===== src/sv/car_pkg.sv =====
`timescale 1ns / 1ps
package car_pkg;

   localparam int FRAC_BITS    = 16;
   localparam int CORDIC_STEPS = 16;

   // quotient bits 32..0, anything at or above 2^33 is flagged as overflow
   localparam int QBITS    = 33;
   localparam int SQ_STEPS = 32;
   localparam int NCELL    = (CORDIC_STEPS > QBITS) ? CORDIC_STEPS : QBITS;
   localparam int IDXW     = $clog2(NCELL);

   localparam int RW       = 64 + QBITS;
   localparam int CW       = 44;
   localparam int ZW       = 42;
   localparam int NBW      = 41;
   localparam int NORM_TOP = 40;
   localparam int ATAN_N   = 32;
   localparam int ATAN_W   = 40;

   localparam logic [63:0] DEG_PER_RAD_Q32 = 64'd246083499215;
   localparam logic [31:0] DEG90           = 32'(90 * (2 ** FRAC_BITS));

   localparam logic [2:0] CMD_ADD   = 3'd0;
   localparam logic [2:0] CMD_SUB   = 3'd1;
   localparam logic [2:0] CMD_MULT  = 3'd2;
   localparam logic [2:0] CMD_DIV   = 3'd3;
   localparam logic [2:0] CMD_CONJ  = 3'd4;
   localparam logic [2:0] CMD_MAG   = 3'd5;
   localparam logic [2:0] CMD_PHASE = 3'd6;

   localparam logic [1:0] ST_OK    = 2'd0;
   localparam logic [1:0] ST_DIV0  = 2'd1;
   localparam logic [1:0] ST_UNDEF = 2'd2;
   localparam logic [1:0] ST_SAT   = 2'd3;

   typedef struct packed {
      logic [2:0]         cmd;
      logic signed [31:0] ar;
      logic signed [31:0] ai;
      logic signed [31:0] br;
      logic signed [31:0] bi;
   } car_op_type;

   typedef struct packed {
      car_op_type         op;
      logic signed [63:0] m0;
      logic signed [63:0] m1;
      logic signed [63:0] m2;
      logic signed [63:0] m3;
      logic signed [63:0] m4;
      logic signed [63:0] m5;
   } car_prod_type;

   typedef struct packed {
      logic [2:0]           cmd;
      logic                 fin;
      logic [1:0]           st;
      logic [31:0]          rr;
      logic [31:0]          ri;
      logic                 neg0;
      logic                 neg1;
      logic                 ovf0;
      logic                 ovf1;
      logic [RW-1:0]        rem0;
      logic [RW-1:0]        rem1;
      logic [63:0]          den;
      logic [QBITS-1:0]     q0;
      logic [QBITS-1:0]     q1;
      logic [63:0]          sn;
      logic [63:0]          sres;
      logic signed [CW-1:0] cx;
      logic signed [CW-1:0] cy;
      logic signed [ZW-1:0] cz;
      logic [NBW-1:0]       nbig;
   } car_item_type;

   typedef logic [ATAN_N-1:0][ATAN_W-1:0] atan_tab_type;

   function automatic logic [32:0] sat_to32(input logic signed [65:0] v);
      logic [32:0] r;
      if (v > 66'sd2147483647) r = {1'b1, 32'h7FFF_FFFF};
      else if (v < -66'sd2147483648) r = {1'b1, 32'h8000_0000};
      else r = {1'b0, v[31:0]};
      return r;
   endfunction

   function automatic logic [32:0] mag_to32(input logic neg, input logic [63:0] m);
      logic [32:0] r;
      logic [63:0] nm;
      nm = -m;
      if (neg) begin
         if (m > 64'd2147483648) r = {1'b1, 32'h8000_0000};
         else r = {1'b0, nm[31:0]};
      end else begin
         if (m > 64'd2147483647) r = {1'b1, 32'h7FFF_FFFF};
         else r = {1'b0, m[31:0]};
      end
      return r;
   endfunction

   // one term of the arctangent series, odd divisors by term number
   function automatic logic [63:0] atan_term(input logic [63:0] v, input int n);
      logic [63:0] t;
      unique case (n)
         0:  t = v;
         1:  t = v / 3;
         2:  t = v / 5;
         3:  t = v / 7;
         4:  t = v / 9;
         5:  t = v / 11;
         6:  t = v / 13;
         7:  t = v / 15;
         8:  t = v / 17;
         9:  t = v / 19;
         10: t = v / 21;
         11: t = v / 23;
         12: t = v / 25;
         13: t = v / 27;
         14: t = v / 29;
         15: t = v / 31;
         16: t = v / 33;
         17: t = v / 35;
         18: t = v / 37;
         19: t = v / 39;
         20: t = v / 41;
         21: t = v / 43;
         22: t = v / 45;
         23: t = v / 47;
         default: t = '0;
      endcase
      return t;
   endfunction

   // atan(2^-i) in Q32 degrees
   function automatic atan_tab_type build_atan();
      atan_tab_type      tab;
      logic signed [63:0] acc;
      int                sh;
      logic              done;
      for (int i = 0; i < ATAN_N; i++) begin
         acc  = '0;
         done = 1'b0;
         if (i == 0) begin
            acc = 64'sd45 <<< 32;
         end else begin
            for (int n = 0; n < 40; n++) begin
               sh = i * (2 * n + 1);
               if (sh >= 48) done = 1'b1;
               if (!done) begin
                  if ((n & 1) == 1) acc = acc - $signed(atan_term(DEG_PER_RAD_Q32 >> sh, n));
                  else acc = acc + $signed(atan_term(DEG_PER_RAD_Q32 >> sh, n));
               end
            end
         end
         tab[i] = acc[ATAN_W-1:0];
      end
      return tab;
   endfunction

   localparam atan_tab_type ATAN_TAB = build_atan();

endpackage


===== src/sv/car_cell.sv =====
`timescale 1ns / 1ps
module car_cell import car_pkg::*; (
   input  logic            clock,
   input  logic            reset,
   input  logic [IDXW-1:0] idx,
   input  logic            in_valid,
   output logic            in_ready,
   input  car_item_type    in_item,
   output logic            out_valid,
   input  logic            out_ready,
   output car_item_type    out_item
);

   logic         valid_ff;
   car_item_type item_ff, item_in;

   assign in_ready  = !valid_ff || out_ready;
   assign out_valid = valid_ff;
   assign out_item  = item_ff;

   always_comb begin
      logic [IDXW-1:0]      ks;
      logic [RW-1:0]        dsh;
      logic [6:0]           sa;
      logic [63:0]          bitv, t;
      logic signed [CW-1:0] sx, sy;
      logic signed [ZW-1:0] av;
      item_in = in_item;

      // one quotient bit per lane, weight 2^(32-idx)
      ks  = IDXW'(QBITS - 1) - idx;
      dsh = RW'(in_item.den) << ks;
      if (in_item.rem0 >= dsh) begin
         item_in.rem0 = in_item.rem0 - dsh;
         item_in.q0   = {in_item.q0[QBITS-2:0], 1'b1};
      end else begin
         item_in.q0   = {in_item.q0[QBITS-2:0], 1'b0};
      end
      if (in_item.rem1 >= dsh) begin
         item_in.rem1 = in_item.rem1 - dsh;
         item_in.q1   = {in_item.q1[QBITS-2:0], 1'b1};
      end else begin
         item_in.q1   = {in_item.q1[QBITS-2:0], 1'b0};
      end

      // one root bit, test value 4^(31-idx)
      sa   = 7'd62 - {idx, 1'b0};
      bitv = 64'd1 << sa;
      t    = in_item.sres + bitv;
      if (idx < IDXW'(SQ_STEPS)) begin
         if (in_item.sn >= t) begin
            item_in.sn   = in_item.sn - t;
            item_in.sres = (in_item.sres >> 1) + bitv;
         end else begin
            item_in.sres = in_item.sres >> 1;
         end
      end

      // one vectoring rotation
      sx = in_item.cx >>> idx;
      sy = in_item.cy >>> idx;
      av = $signed(ZW'(ATAN_TAB[idx[4:0]]));
      if (idx < IDXW'(CORDIC_STEPS)) begin
         if (!in_item.cy[CW-1]) begin
            item_in.cx = in_item.cx + sy;
            item_in.cy = in_item.cy - sx;
            item_in.cz = in_item.cz + av;
         end else begin
            item_in.cx = in_item.cx - sy;
            item_in.cy = in_item.cy + sx;
            item_in.cz = in_item.cz - av;
         end
      end
   end

   always_ff @(posedge clock) begin
      if (reset) valid_ff <= 1'b0;
      else if (in_ready) valid_ff <= in_valid;
   end

   always_ff @(posedge clock) begin
      if (in_ready) item_ff <= item_in;
   end

endmodule


===== config.mk =====
export PLATFORM = sky130hd
export DESIGN_NAME = car_cell
export DESIGN_NICKNAME = d
export VERILOG_FILES = /design/src/sv/car_pkg.sv /design/src/sv/car_cell.sv
export SDC_FILE = /design/constraint.sdc
export NUM_CORES = 2
export LEC_CHECK = 0
export BUFFER_PORTS_ARGS = -buffer_cell sky130_fd_sc_hd__buf_2
export CELL_PAD_IN_SITES_DETAIL_PLACEMENT = 1
export CELL_PAD_IN_SITES_GLOBAL_PLACEMENT = 1
export CORE_AREA = 2 2 546 548
export CTS_CLUSTER_DIAMETER = 60
export DETAILED_ROUTE_END_ITERATION = 10
export DIE_AREA = 0 0 548 550
export GPL_ROUTABILITY_DRIVEN = 0
export GPL_TIMING_DRIVEN = 0
export PLACE_DENSITY = 0.46
export SYNTH_ARGS = -nofsm -noshare
export SYNTH_HDL_FRONTEND = slang
export SYNTH_SLANG_ARGS = --single-unit

===== constraint.sdc =====
create_clock -name clock -period 42.5 [get_ports clock]
set_clock_uncertainty 0.2 [all_clocks]
set_input_delay 8.5 -clock clock [delete_from_list [all_inputs] [get_ports clock]]
set_output_delay 8.5 -clock clock [all_outputs]
set_load 0.05 [all_outputs]

## Yosys cells after proc, flatten, opt, wreduce, memory -nomap -nowiden

Memories as Yosys holds them, arrays and structs flattened.
Cells that the tools add are included.

- Flip-flop bits (word level): 698
- ROM bits: 1280
- Word-level logic and storage cells: 57
- Memories: 1

Memories:

| name | words | width | read ports | clocked after Yosys merged registers in | write ports | RTL line | source |
|---|---|---|---|---|---|---|---|
| (name not given) | 32 | 40 | 1 | 0 | 0 | car_cell.sv:62 | `av = $signed(ZW'(ATAN_TAB[idx[4:0]]));` |

- Add/sub/neg operators: 13
- Magnitude comparators: 6
- Shifts and indexed selects: 4
- Mux-type cells: 10
- Reductions and logical operators: 2

Operator list:

| cell | count |
|---|---|
| $mux W130 | 2 |
| $ge A97 B97 Y1 | 2 |
| $mux W97 | 2 |
| $sub A97 B97 Y97 | 2 |
| $mux W128 | 1 |
| $mux W64 | 2 |
| $shl A64 B6 Y97 | 1 |
| $add A44 B44 Y44 | 2 |
| $sshr A44 B6 Y44 | 2 |
| $sub A44 B44 Y44 | 2 |
| $add A63 B64 Y64 | 1 |
| $add A64 B64 Y64 | 1 |
| $ge A64 B64 Y1 | 1 |
| $shl A1 B7 Y64 const A | 1 |
| $sub A64 B64 Y64 | 1 |
| $add A42 B41 Y42 | 1 |
| $sub A42 B41 Y42 | 1 |
| $mux W40 | 1 |
| $sub A6 B7 Y7 const A | 1 |
| $lt A5 B6 Y1 const B | 1 |
| $lt A6 B5 Y1 const B | 1 |
| $lt A6 B6 Y1 const B | 1 |
| $sub A6 B6 Y6 const A | 1 |
| $mux W1 | 2 |
| other kinds (2) | 2 |

## Logic depth before layout (Yosys ltp)

- Depth in word-level cells: 6
- Depth in mapped cells: 40

## Worst setup path before layout

No wires, ideal clock.

- Path type: input-to-output
- Start point: input port out_ready
- End point: output port in_ready
- Arrival time: 25.451 ns
- Required time: 33.800 ns
- Path slack: 8.349 ns
- Cell stages on the path: 1
- Cells stage by stage: nand2b_1

- Longest elaborated chain between the ends: 1

Ends and longest elaborated chain:

| what | RTL line | source |
|---|---|---|
| start: declaration | car_cell.sv:10 | `input logic out_ready,` |
| $logic_or A1 B1 Y1 | car_cell.sv:17 | `assign in_ready = !valid_ff \|\| out_ready;` |
| end: declaration | car_cell.sv:7 | `output logic in_ready,` |

Every way passes these cells.

==> reports/metrics.yaml <==
rr_startpoint: "out_valid"
cts_inserted_buffers: 116
ant_nets: 0
slew_viol_final: 22
die_area_mm2: 0.301
cts_resized: 0
fp.dieW_um: 548
synthCells: 7561
routed.top_layer: "met5"
path_max_fanout: 10
async_flop_share_pct: 0
cp.arrival_ns: 22.98
worstHoldStart: "out_valid"
detailedRoute.firstPassIterationCount: 6
hold_path_depth: 1
wl_met3_um: 33300
cp-start-kind: "input port"
worst_path_max_delay_cell: "buf_1"
status: "finished, violations left"
yosys_warnings: 0
final_cell_mix: "buf_2, nand2_1, a21oi_1, edfxtp_1, nor2_1"
power_density_mw_per_mm2: 46.8
seq_area_frac_synth_pct: 31.5
grt_pass1_vias: 71969
drt-initial-drc-count: 6792
postPlaceCellArea_mm2: 0.0789
post_drt_wl_per_cell_um: 34.4
core_mm2: 0.296
ff2ff_path_depth: 5
grt_overflow_total: 0
postCtsHoldBufs: 0
max_slew_margin_pct: -2.49
finalCritPeriodShare_pct: 53.5
reg2reg_slack_ns: 39.35
clkTransAtPathRegs_ns: 0.06
fmax_mhz: 44.0
cts_sinks: 698
synth_edf_count: 697
finalSetupViolations: 0
critPathKind: "input port to register"
fin_area_mm2: 0.0830
grtUsageTotal_pct: 28.9
num_vias: 72273
die_h_um: 550
hold_violations: 0
final_common_cell: "buf_2"
hold_class: "register to register"
violations: "capacitance limit, slew limit"
cp_slowest_stage_delay_ns: 1.06
worstPathRequired_ns: 42.74
tritoncts: "done"
worst_pin_slew_ns: 1.53
post_cts_buffers: 0
clockRootBuffer: "clkbuf_16"
drt-total-wl_um: 455000
io_pins: 1406
syn_area_per_cell_um2: 8.80
crit_path_end_kind: "register"
maxCapViolCount: 3
htree_levels: 3
syn_to_final_growth_pct: 24.7
clk_latency_ns: 0.87
min_period_ns: 22.74
startpoint: "idx[4]"
synth-main-ff-cell: "edfxtp_1"
grt_start_max_net_pins: 69
wl_met1_um: 184000
synth_cell_type_count: 110
dp_hpwl_um: 384000
leakage_nw: 34.1
clockBufferDepth: 4
drive_above_1_share_pct: 21.9
power_w: 0.00388
drc_errors: 0
grt_pass1_wl_um: 609000
synth.net_count: 8738
ys_ff_latch: 698
rsz0062_at_grt: "false"
layout.nets: 10275
initial_core_util_pct: 22.5
portBuffers: 1398
critical_path.most_common_cell: "clkbuf_1"
fp-row-count: 200
syn_area_mm2: 0.0665
via_per_inst: 5.46
wl_met2_um: 213000
antenna_found_initial: 192
peakVddDrop_mv: 0.0330
[cells in the mapped netlist (all sizes together), types with 16 or more instances]
library cell  number  area, um2
a211o             24        210
a211oi            57        428
a21boi            23        173
a21o             240       1800
a21oi            801       4010
a221o             17        170
a221oi            32        280
a22oi             26        195
a31o              29        254
a31oi            122        763
a41oi             16        140
and2              50        315
and3              65        407
and4              28        248
buf              126        644
clkbuf           310       1170
edfxtp           697      20900
ha               464       5810
inv              175        657
mux2             104       1170
mux2i            142       1420
mux4             167       3790
nand2            926       3480
nand2b            64        400
nand3            111        556
nand4            107        669
nor2             660       2480
nor2b             79        494
nor3             137        696
nor4              35        249
o211ai            44        330
o21a              65        488
o21ai            617       3100
o21bai            84        631
o22a              19        166
o22ai             26        176
o31a              18        158
o31ai             47        353
or2               25        156
or3               32        200
xnor2            316       2770
xor2             242       2120
[worst max-delay path: cells and delay by family]
kind                       cells  cell delay [ns]
buffers and inverters         11             6.89
and+or+nand+nor                9             2.87
xor gates and xnor gates       1             0.16
adders and majority gates      2             0.60
AOI/OAI and AO/OA             11             3.86
[sequential cells by signal, indices dropped and copies added (netlist names)]
register,count
out_item,697
out_valid,1
[layer usage]
metal,global-route usage (%),vias up
li1,-,31586
met1,35.1,36444
met2,48.2,3319
met3,6.46,884
met4,14.1,40
met5,0.0156,-
[layout make-up]
class,instances,area (um2)
fillers,35087,213000
multi-input cells,6250,43200
flip-flops and latches,698,21000
repair buffers,1419,7410
well taps,3939,4930
clock buffers,129,2970
plain buffers,436,1820
clock inverters,81,816
inverters,177,664
diodes,106,265
[per-stage QoR]
step                hold WS [ns]  setup slack (ns)  std cells  TNS (ns)  utilization (%)
finish                     0.993             19.76      13235         0             28.1
global route                1.06             19.70      13199         0             28.0
CTS                         1.02             19.64      13125         0             28.0
floorplan                   8.37              8.35       7561         0                -
global placement            8.46             -4.34      12898     -4.34             26.5
detailed placement          1.01             18.74      12915         0             26.7
[final timing paths]
path	end
worst max-delay path	out_item[293]
worst max register to register	out_item[497]
worst min-delay path	out_item[137]
worst min register to register	out_item[137]
[power by group]
group	switching [W]	internal, W
clock	0.000393	0.000564
combinational	0.00143	0.000528
sequential	0.0000611	0.000910
total	0.00188	0.00200
[kinds of logic (layout without fill, tap and decap cells)]
logic type / count (synthesis) / count (layout) / synth area share, %
AO/OA/AOI/OAI: 2446 / 2446 / 22.8
AND/OR/NAND/NOR: 2361 / 2361 / 16.1
flip-flops: 698 / 698 / 31.5
buffers and inverters: 613 / 2242 / 3.72
XOR/XNOR: 558 / 558 / 7.35
adder cells (fa/ha/maj): 472 / 472 / 8.94
multiplexers: 413 / 413 / 9.59
other: 0 / 106 / 0
Power figures use the tool's default switching activity.
