$ cat config.mk
export PLATFORM = sky130hd
export DESIGN_NAME = car_back
export DESIGN_NICKNAME = d
export VERILOG_FILES = /design/src/sv/car_pkg.sv /design/src/sv/car_back.sv
export SDC_FILE = /design/constraint.sdc
export NUM_CORES = 1
export LEC_CHECK = 0
export BUFFER_PORTS_ARGS = -buffer_cell sky130_fd_sc_hd__buf_2
export CAP_MARGIN = 10
export CORE_AREA = 2 2 303 305
export CTS_CLUSTER_DIAMETER = 120
export CTS_CLUSTER_SIZE = 12
export DETAILED_ROUTE_END_ITERATION = 6
export DIE_AREA = 0 0 305 307
export MAX_ROUTING_LAYER = met4
export SLEW_MARGIN = 15
export SYNTH_ARGS = -nofsm -noshare
export SYNTH_HDL_FRONTEND = slang
export SYNTH_SLANG_ARGS = --single-unit
export TNS_END_PERCENT = 100
$ cat constraint.sdc
create_clock -name clock -period 10.02 [get_ports clock]
set_input_delay 2.004 -clock clock [delete_from_list [all_inputs] [get_ports clock]]
set_output_delay 2.004 -clock clock [all_outputs]
set_load 0.1 [all_outputs]
$ cat src/sv/car_pkg.sv
`timescale 1ns / 1ps
package car_pkg;

   localparam int FRAC_BITS    = 16;
   localparam int CORDIC_STEPS = 16;

   // quotient bits 32..0, anything at or above 2^33 is flagged as overflow
   localparam int QBITS    = 33;
   localparam int SQ_STEPS = 32;
   localparam int NCELL    = (CORDIC_STEPS > QBITS) ? CORDIC_STEPS : QBITS;
   localparam int IDXW     = $clog2(NCELL);

   localparam int RW       = 64 + QBITS;
   localparam int CW       = 44;
   localparam int ZW       = 42;
   localparam int NBW      = 41;
   localparam int NORM_TOP = 40;
   localparam int ATAN_N   = 32;
   localparam int ATAN_W   = 40;

   localparam logic [63:0] DEG_PER_RAD_Q32 = 64'd246083499215;
   localparam logic [31:0] DEG90           = 32'(90 * (2 ** FRAC_BITS));

   localparam logic [2:0] CMD_ADD   = 3'd0;
   localparam logic [2:0] CMD_SUB   = 3'd1;
   localparam logic [2:0] CMD_MULT  = 3'd2;
   localparam logic [2:0] CMD_DIV   = 3'd3;
   localparam logic [2:0] CMD_CONJ  = 3'd4;
   localparam logic [2:0] CMD_MAG   = 3'd5;
   localparam logic [2:0] CMD_PHASE = 3'd6;

   localparam logic [1:0] ST_OK    = 2'd0;
   localparam logic [1:0] ST_DIV0  = 2'd1;
   localparam logic [1:0] ST_UNDEF = 2'd2;
   localparam logic [1:0] ST_SAT   = 2'd3;

   typedef struct packed {
      logic [2:0]         cmd;
      logic signed [31:0] ar;
      logic signed [31:0] ai;
      logic signed [31:0] br;
      logic signed [31:0] bi;
   } car_op_type;

   typedef struct packed {
      car_op_type         op;
      logic signed [63:0] m0;
      logic signed [63:0] m1;
      logic signed [63:0] m2;
      logic signed [63:0] m3;
      logic signed [63:0] m4;
      logic signed [63:0] m5;
   } car_prod_type;

   typedef struct packed {
      logic [2:0]           cmd;
      logic                 fin;
      logic [1:0]           st;
      logic [31:0]          rr;
      logic [31:0]          ri;
      logic                 neg0;
      logic                 neg1;
      logic                 ovf0;
      logic                 ovf1;
      logic [RW-1:0]        rem0;
      logic [RW-1:0]        rem1;
      logic [63:0]          den;
      logic [QBITS-1:0]     q0;
      logic [QBITS-1:0]     q1;
      logic [63:0]          sn;
      logic [63:0]          sres;
      logic signed [CW-1:0] cx;
      logic signed [CW-1:0] cy;
      logic signed [ZW-1:0] cz;
      logic [NBW-1:0]       nbig;
   } car_item_type;

   typedef logic [ATAN_N-1:0][ATAN_W-1:0] atan_tab_type;

   function automatic logic [32:0] sat_to32(input logic signed [65:0] v);
      logic [32:0] r;
      if (v > 66'sd2147483647) r = {1'b1, 32'h7FFF_FFFF};
      else if (v < -66'sd2147483648) r = {1'b1, 32'h8000_0000};
      else r = {1'b0, v[31:0]};
      return r;
   endfunction

   function automatic logic [32:0] mag_to32(input logic neg, input logic [63:0] m);
      logic [32:0] r;
      logic [63:0] nm;
      nm = -m;
      if (neg) begin
         if (m > 64'd2147483648) r = {1'b1, 32'h8000_0000};
         else r = {1'b0, nm[31:0]};
      end else begin
         if (m > 64'd2147483647) r = {1'b1, 32'h7FFF_FFFF};
         else r = {1'b0, m[31:0]};
      end
      return r;
   endfunction

   // one term of the arctangent series, odd divisors by term number
   function automatic logic [63:0] atan_term(input logic [63:0] v, input int n);
      logic [63:0] t;
      unique case (n)
         0:  t = v;
         1:  t = v / 3;
         2:  t = v / 5;
         3:  t = v / 7;
         4:  t = v / 9;
         5:  t = v / 11;
         6:  t = v / 13;
         7:  t = v / 15;
         8:  t = v / 17;
         9:  t = v / 19;
         10: t = v / 21;
         11: t = v / 23;
         12: t = v / 25;
         13: t = v / 27;
         14: t = v / 29;
         15: t = v / 31;
         16: t = v / 33;
         17: t = v / 35;
         18: t = v / 37;
         19: t = v / 39;
         20: t = v / 41;
         21: t = v / 43;
         22: t = v / 45;
         23: t = v / 47;
         default: t = '0;
      endcase
      return t;
   endfunction

   // atan(2^-i) in Q32 degrees
   function automatic atan_tab_type build_atan();
      atan_tab_type      tab;
      logic signed [63:0] acc;
      int                sh;
      logic              done;
      for (int i = 0; i < ATAN_N; i++) begin
         acc  = '0;
         done = 1'b0;
         if (i == 0) begin
            acc = 64'sd45 <<< 32;
         end else begin
            for (int n = 0; n < 40; n++) begin
               sh = i * (2 * n + 1);
               if (sh >= 48) done = 1'b1;
               if (!done) begin
                  if ((n & 1) == 1) acc = acc - $signed(atan_term(DEG_PER_RAD_Q32 >> sh, n));
                  else acc = acc + $signed(atan_term(DEG_PER_RAD_Q32 >> sh, n));
               end
            end
         end
         tab[i] = acc[ATAN_W-1:0];
      end
      return tab;
   endfunction

   localparam atan_tab_type ATAN_TAB = build_atan();

endpackage

$ cat src/sv/car_back.sv
`timescale 1ns / 1ps
module car_back import car_pkg::*; (
   input  logic         clock,
   input  logic         reset,
   input  logic         in_valid,
   output logic         in_ready,
   input  car_item_type in_item,
   output logic         rsp_valid,
   input  logic         rsp_ready,
   output logic [31:0]  rsp_result_real,
   output logic [31:0]  rsp_result_imag,
   output logic [1:0]   rsp_status
);

   logic        valid_ff;
   logic [31:0] rr_ff, ri_ff, rr_in, ri_in;
   logic [1:0]  st_ff, st_in;

   assign in_ready        = !valid_ff || rsp_ready;
   assign rsp_valid       = valid_ff;
   assign rsp_result_real = rr_ff;
   assign rsp_result_imag = ri_ff;
   assign rsp_status      = st_ff;

   always_comb begin
      logic [32:0]          ra, rb;
      logic signed [ZW-1:0] zr;
      ra    = {1'b0, in_item.rr};
      rb    = {1'b0, in_item.ri};
      st_in = in_item.st;
      zr    = (in_item.cz + $signed(ZW'(1) << (31 - FRAC_BITS))) >>> (32 - FRAC_BITS);
      if (!in_item.fin) begin
         unique case (in_item.cmd)
            CMD_DIV: begin
               ra = mag_to32(in_item.neg0, in_item.ovf0 ? '1 : 64'(in_item.q0));
               rb = mag_to32(in_item.neg1, in_item.ovf1 ? '1 : 64'(in_item.q1));
            end
            CMD_MAG: begin
               ra = mag_to32(1'b0, in_item.sres);
               rb = '0;
            end
            CMD_PHASE: begin
               ra = {1'b0, zr[31:0]};
               rb = '0;
            end
            default: begin
               rb = '0;
            end
         endcase
         st_in = (ra[32] || rb[32]) ? ST_SAT : ST_OK;
      end
      rr_in = ra[31:0];
      ri_in = rb[31:0];
   end

   always_ff @(posedge clock) begin
      if (reset) valid_ff <= 1'b0;
      else if (in_ready) valid_ff <= in_valid;
   end

   always_ff @(posedge clock) begin
      if (in_ready) begin
         rr_ff <= rr_in;
         ri_ff <= ri_in;
         st_ff <= st_in;
      end
   end

endmodule

# Word-level counts from Yosys, hierarchy flattened
# Index checks and enable logic that the tools add are counted.
[totals] reg_bits=67 input_bits=701 output_inout_bits=68 wordCells=35
[classes] addsub=3 order_cmp=5 n_eq_ne=3 n_mux=17 n_reduce_logical=3
[op_table] operator="two-way mux 33 bit" n=10
[op_table] operator="greater-than comparator 64 x 31 -> 1 bit (second input constant)" n=3
[op_table] operator="greater-than comparator 64 x 32 -> 1 bit (second input constant)" n=2
[op_table] operator="two-way mux 64 bit" n=2
[op_table] operator="one-hot mux 33 bit (3 select lines)" n=1
[op_table] operator="two-way mux 32 bit" n=2
[op_table] operator="negator 32 bit" n=2
[op_table] operator="adder 42 x 17 -> 42 bit (second input constant)" n=1
[op_table] operator="equality test 3 bit (second input constant)" n=2
[op_table] operator="two-way mux 2 bit" n=2
[op_table] operator="equality test 3 x 2 -> 1 bit (second input constant)" n=1
[op_table] operator="logical OR 1 bit" n=2
[op_table] operator="zero test 1 bit" n=1

# Longest topological paths before layout
[logic_depth] word_depth=9 mapped_depth=13 depth_no_buf=8

# Least setup slack after synthesis
# Ideal clock, no wire load.
[synth_path] path_type="in2out" from="in rsp_ready" to="out in_ready" t_arrival_ps=4337 required_time_ps=8016 path_slack_ps=3679 stages=1 path_buffers=0 cell_sequence="nand2b_1"
[synth_between] elab_chain_cells=1
[synth_rtl] element="start: declaration" line="car_back.sv:9" text="input logic rsp_ready,"
[synth_rtl] element="logical OR 1 bit" line="car_back.sv:19" text="assign in_ready = !valid_ff || rsp_ready;"
[synth_rtl] element="end: declaration" line="car_back.sv:6" text="output logic in_ready,"
# Every way passes these cells.

# Worst setup path after layout
[layout_path] from="in in_item[624] in the netlist's numbering" to="reg rr_ff[24] (netlist: rsp_result_real[24]), data pin"
[layout_between] elab_chain_cells=7
[layout_rtl] element="start: declaration" line="car_back.sv:7" text="input car_item_type in_item,"
[layout_rtl] element="two-way mux 64 bit *" line="car_back.sv:35" text="ra = mag_to32(in_item.neg0, in_item.ovf0 ? '1 : 64'(in_item.q0));"
[layout_rtl] element="greater-than comparator 64 x 31 -> 1 bit, or another cell as far along" line="car_pkg.sv:96" text="if (m > 64'd2147483647) r = {1'b1, 32'h7FFF_FFFF};"
[layout_rtl] element="two-way mux 33 bit (on tied branches)" line="car_pkg.sv:96, car_pkg.sv:93"
[layout_rtl] element="two-way mux 33 bit *" line="car_pkg.sv:92" text="if (neg) begin"
[layout_rtl] element="one-hot mux 33 bit (3 select lines) *" line="car_back.sv:33" text="unique case (in_item.cmd)"
[layout_rtl] element="two-way mux 33 bit *" line="car_back.sv:32" text="if (!in_item.fin) begin"
[layout_rtl] element="two-way mux 32 bit *" line="car_back.sv:32"
[layout_rtl] element="net rr_in[24]" line="car_back.sv:16" text="logic [31:0] rr_ff, ri_ff, rr_in, ri_in;"
[layout_rtl] element="end signal: assignment" line="car_back.sv:63" text="rr_ff <= rr_in;"
[layout_rtl] element="end: declaration" line="car_back.sv:16"
# The timed path passes the listed nets; every way through them passes the cells marked *. The select of a mux whose other input is x is not followed.
# A chain may end at the register's enable or synchronous reset.

==> key figures <==
Setup path
  – Critical R2R Capture: rsp_result_imag[6]
  – CP endpoint kind: register
  – Worst path arrival time: ~5.3 ns
  – Worst path bufs/invs: 2
  – WS Path Type: input port to register
  – Path depth of the worst reg2reg path: 2
  – Crit path cell chain: buf_2, or4_4, nor4_2, buf_4, nand3_1, o21a_1, o311ai_1, a31oi_1
  – FF-to-FF setup slack: 8.38 ns
  – Worst path slowest cell: o311ai_1
  – Crit path launch type: input port
  – CP max FO: 50
  – Reg2reg start: rsp_valid
  – CP peak stage delay: 1.01 ns
  – CP Data Required Time: about 10 ns
  – Worst path top cell family by delay: compound AO/OA/AOI/OAI gates

STA
  – Min Tclk post-route: between 5 and 6 ns
  – Relative slew slack: 14.84%
  – Part of the cycle the worst path needs: 52.42%
  – Final clock skew: approximately 0.016 ns
  – Final hold vios: 0
  – RSZ-0062 raised after global routing: no
  – Max frequency: roughly 190 MHz
  – Worst slew pin tran: ~1.3 ns
  – Setup TNS: 0 ns
  – Pins Over Slew Limit: 0
  – Final Setup Violations: 0
  – Fin Hold WS: approximately 1.1 ns

Detailed routing
  – DRC: 0
  – Vias per cell: around 3.4
  – Initial drt markers: approximately 580
  – Vias: between 7k and 8k
  – Detail Route Antenna Nets: 0
  – Drt pass-1 iters: 5
  – DR WL/cell: about 19 µm
  – Drt total wl: ~43000 µm

CTS
  – Clock tree buffer depth: 2
  – Cts hold-fix bufs: 0
  – CTS buffer count: 9
  – Clock Latency Late Sink: between 0.3 and 0.4 ns
  – Postcts setup bufs: 0
  – CTS H-tree lvls: 3
  – Clock slew at reported path FFs: about 0.080 ns
  – CTS tree: done
  – Post-CTS sizing: 0
  – Clock sink total: 67
  – CTS Root Cell: clkbuf_16

GRT
  – GR Util met2: between 10 and 15%
  – Grt met3 use: under 10%
  – Vias in the first global route: between 7k and 8k
  – Total grt overflow: 0
  – Grt met1 use: about a tenth
  – Initial antenna violation count: a little under 60
  – Global-route layer with the greatest usage: met2
  – Largest net degree at the start of global routing: between 60 and 70
  – GRT Util Overall: slightly above 9%
  – First-pass GRT wire length: 57230 µm

Floorplanning
  – Chip height: around 300 µm
  – Core Rows: ~110
  – Die Wd: just over 300 µm
  – DIE AREA: approximately 94000 µm²
  – Starting Density: 6.811%
  – Core Box Area: 90690 µm²
  – Boundary Pins: around 770

Layout
  – Area grow syn2layout: 52.38%
  – FILL cells: about 11k
  – Final core occ: 10.38%
  – Final instance area: around 9400 µm²
  – Nets: 1749
  – Share of post-route cells with drive strength above 1: 33.72%

Logic synthesis
  – Asr flop ratio synth: 0%
  – Post-Syn Instances: approximately 770
  – Synth Area in XOR/XNOR: 4.395%
  – Post-synthesis mux area share: less than 1%
  – Main combinational cell family by area after synthesis: compound AO/OA/AOI/OAI gates
  – Synth Area in Simple Gates: approximately 28%
  – Synth Flop Type: edfxtp_1
  – Sequential area share after synthesis: between 30% and 40%
  – Post-Syn Nets: ~1.5k
  – Count of cell types in the netlist: 77
  – Adder-cell share of the synthesized area: between 1 and 1.5%
  – Yosys warnings: 0
  – Synthesized cell area: around 6000 µm²
  – EDFF count, synth: between 60 and 70
  – Synth Area in Compound Gates: approximately 28%
  – Syn_area_per_cell: around 8 µm²
  – Register bit total from synthesis: 67

Placed design
  – Buffers on Ports: between 300 and 400
  – Post-DP HPWL: approximately 36000 µm
  – GP Congestion: around 0.9
  – Placed cell area: 9064 µm²

Worst hold path
  – WHS Endpoint: rsp_valid
  – Hold Crit Depth: 3
  – HP Start: rsp_valid
  – Class of the worst hold path: register to register

Power and ir drop
  – Pwr dens: roughly 120 nW/µm²
  – Pleak: around 3.3 nW
  – Worst vdd ir: 0.07446 mV

Run status
  – Status: finished clean

Run
  – Number of max-cap violations: 0
-- per-layer routing --
layer,vias to the layer above,part of all wire [%]
li1,3598,-
met1,3659,39
met2,445,44
met3,62,13
met4,0,3.4
met5,-,0
-- worst max-delay path by stage --
stage,startpoint,to,cells past startpoint
final,in_item[624],rsp_result_real[24],8
after detailed placement,in_item[624],rsp_result_real[18],8
after global routing,in_item[624],rsp_result_real[18],10
after global placement,in_item[624],rsp_result_real[18],10
after CTS,in_item[624],rsp_result_real[18],10
after floorplan,rsp_ready,in_ready,1
-- area by class of cell --
| class | instances | area, µm² | area share, % |
|---|---|---|---|
| diodes | 32 | 80.08 | 0.8507 |
| multi-input cells | 634 | 3913 | 41.57 |
| well taps | 1186 | 1484 | 15.76 |
| repair buffers | 314 | 1602 | 17.01 |
| clock inverters | 6 | 43.79 | 0.4652 |
| flip-flops and latches | 67 | 2002 | 21.27 |
| clock buffers | 9 | 225.2 | 2.393 |
| inverters | 17 | 63.81 | 0.6779 |
-- worst min-delay path, stage by stage (launching register included) --
cell and delay [ns]:
dfxtp_1 0.39, nand2b_4 0.06, buf_4 0.40, a21oi_1 0.25
-- flip-flops by register name (all words and copies together), names as in the netlist --
name	count
rsp_status	2
rsp_result_imag	32
rsp_valid	1
rsp_result_real	32
-- placed cells by master, fill, tap and decap left out, types with 11 or more instances in the layout --
cell type,n
nor2_1,73
buf_2,302
nand3_1,28
nor4_1,24
nor3_1,24
diode_2,32
inv_1,17
a21oi_1,46
a31oi_1,27
and3_1,12
or3_1,11
nand2_1,85
or4_1,13
o21ai_0,67
o211ai_1,18
buf_4,12
edfxtp_1,66
xnor2_1,21
-- per-stage QoR --
| stage | std cells | power (mW) | worst slack, ns |
|---|---|---|---|
| after floorplan | 771 | 0.6536 | 3.679 |
| after global placement | 2218 | 0.7959 | 4.506 |
| after detailed placement | 2218 | 0.7969 | 4.476 |
| after CTS | 2233 | 1.132 | 4.895 |
| after global routing | 2263 | 1.165 | 4.700 |
| final | 2265 | 1.118 | 4.768 |
-- where the power goes --
part           switching [mW]  total (mW)  internal, mW
clock                   0.160       0.328         0.167
combinational           0.348       0.442        0.0941
sequential            0.00727       0.348         0.341
-- cell usage after synthesis, drive strengths merged (6+ instances only) --
master | number | share of area [%]
and4 | 6 | 0.85
or3 | 11 | 1.1
nor3 | 25 | 2.1
a22oi | 6 | 0.73
nand4 | 11 | 1.2
o22ai | 7 | 0.71
xnor2 | 21 | 3.0
nor2 | 73 | 4.4
or4 | 17 | 2.3
o22a | 10 | 1.4
o311ai | 8 | 1.1
o21ai | 68 | 5.5
clkbuf | 48 | 2.9
o31ai | 9 | 1.1
nand3 | 28 | 2.3
a31oi | 29 | 3.3
a41oi | 10 | 1.4
a21oi | 46 | 3.7
o211ai | 18 | 2.2
nor4 | 27 | 3.2
or2 | 8 | 0.81
inv | 17 | 1.0
xor2 | 10 | 1.4
nand2 | 85 | 5.2
and3 | 12 | 1.2
edfxtp | 66 | 32
-- cell families after synthesis --
logic type,after synthesis
simple gates,331
xor+xnor,31
mux,4
compound gates,263
buf+inv,70
flops,67
fa+ha+maj,5
No activity file was read; power rests on OpenSTA's default activity.
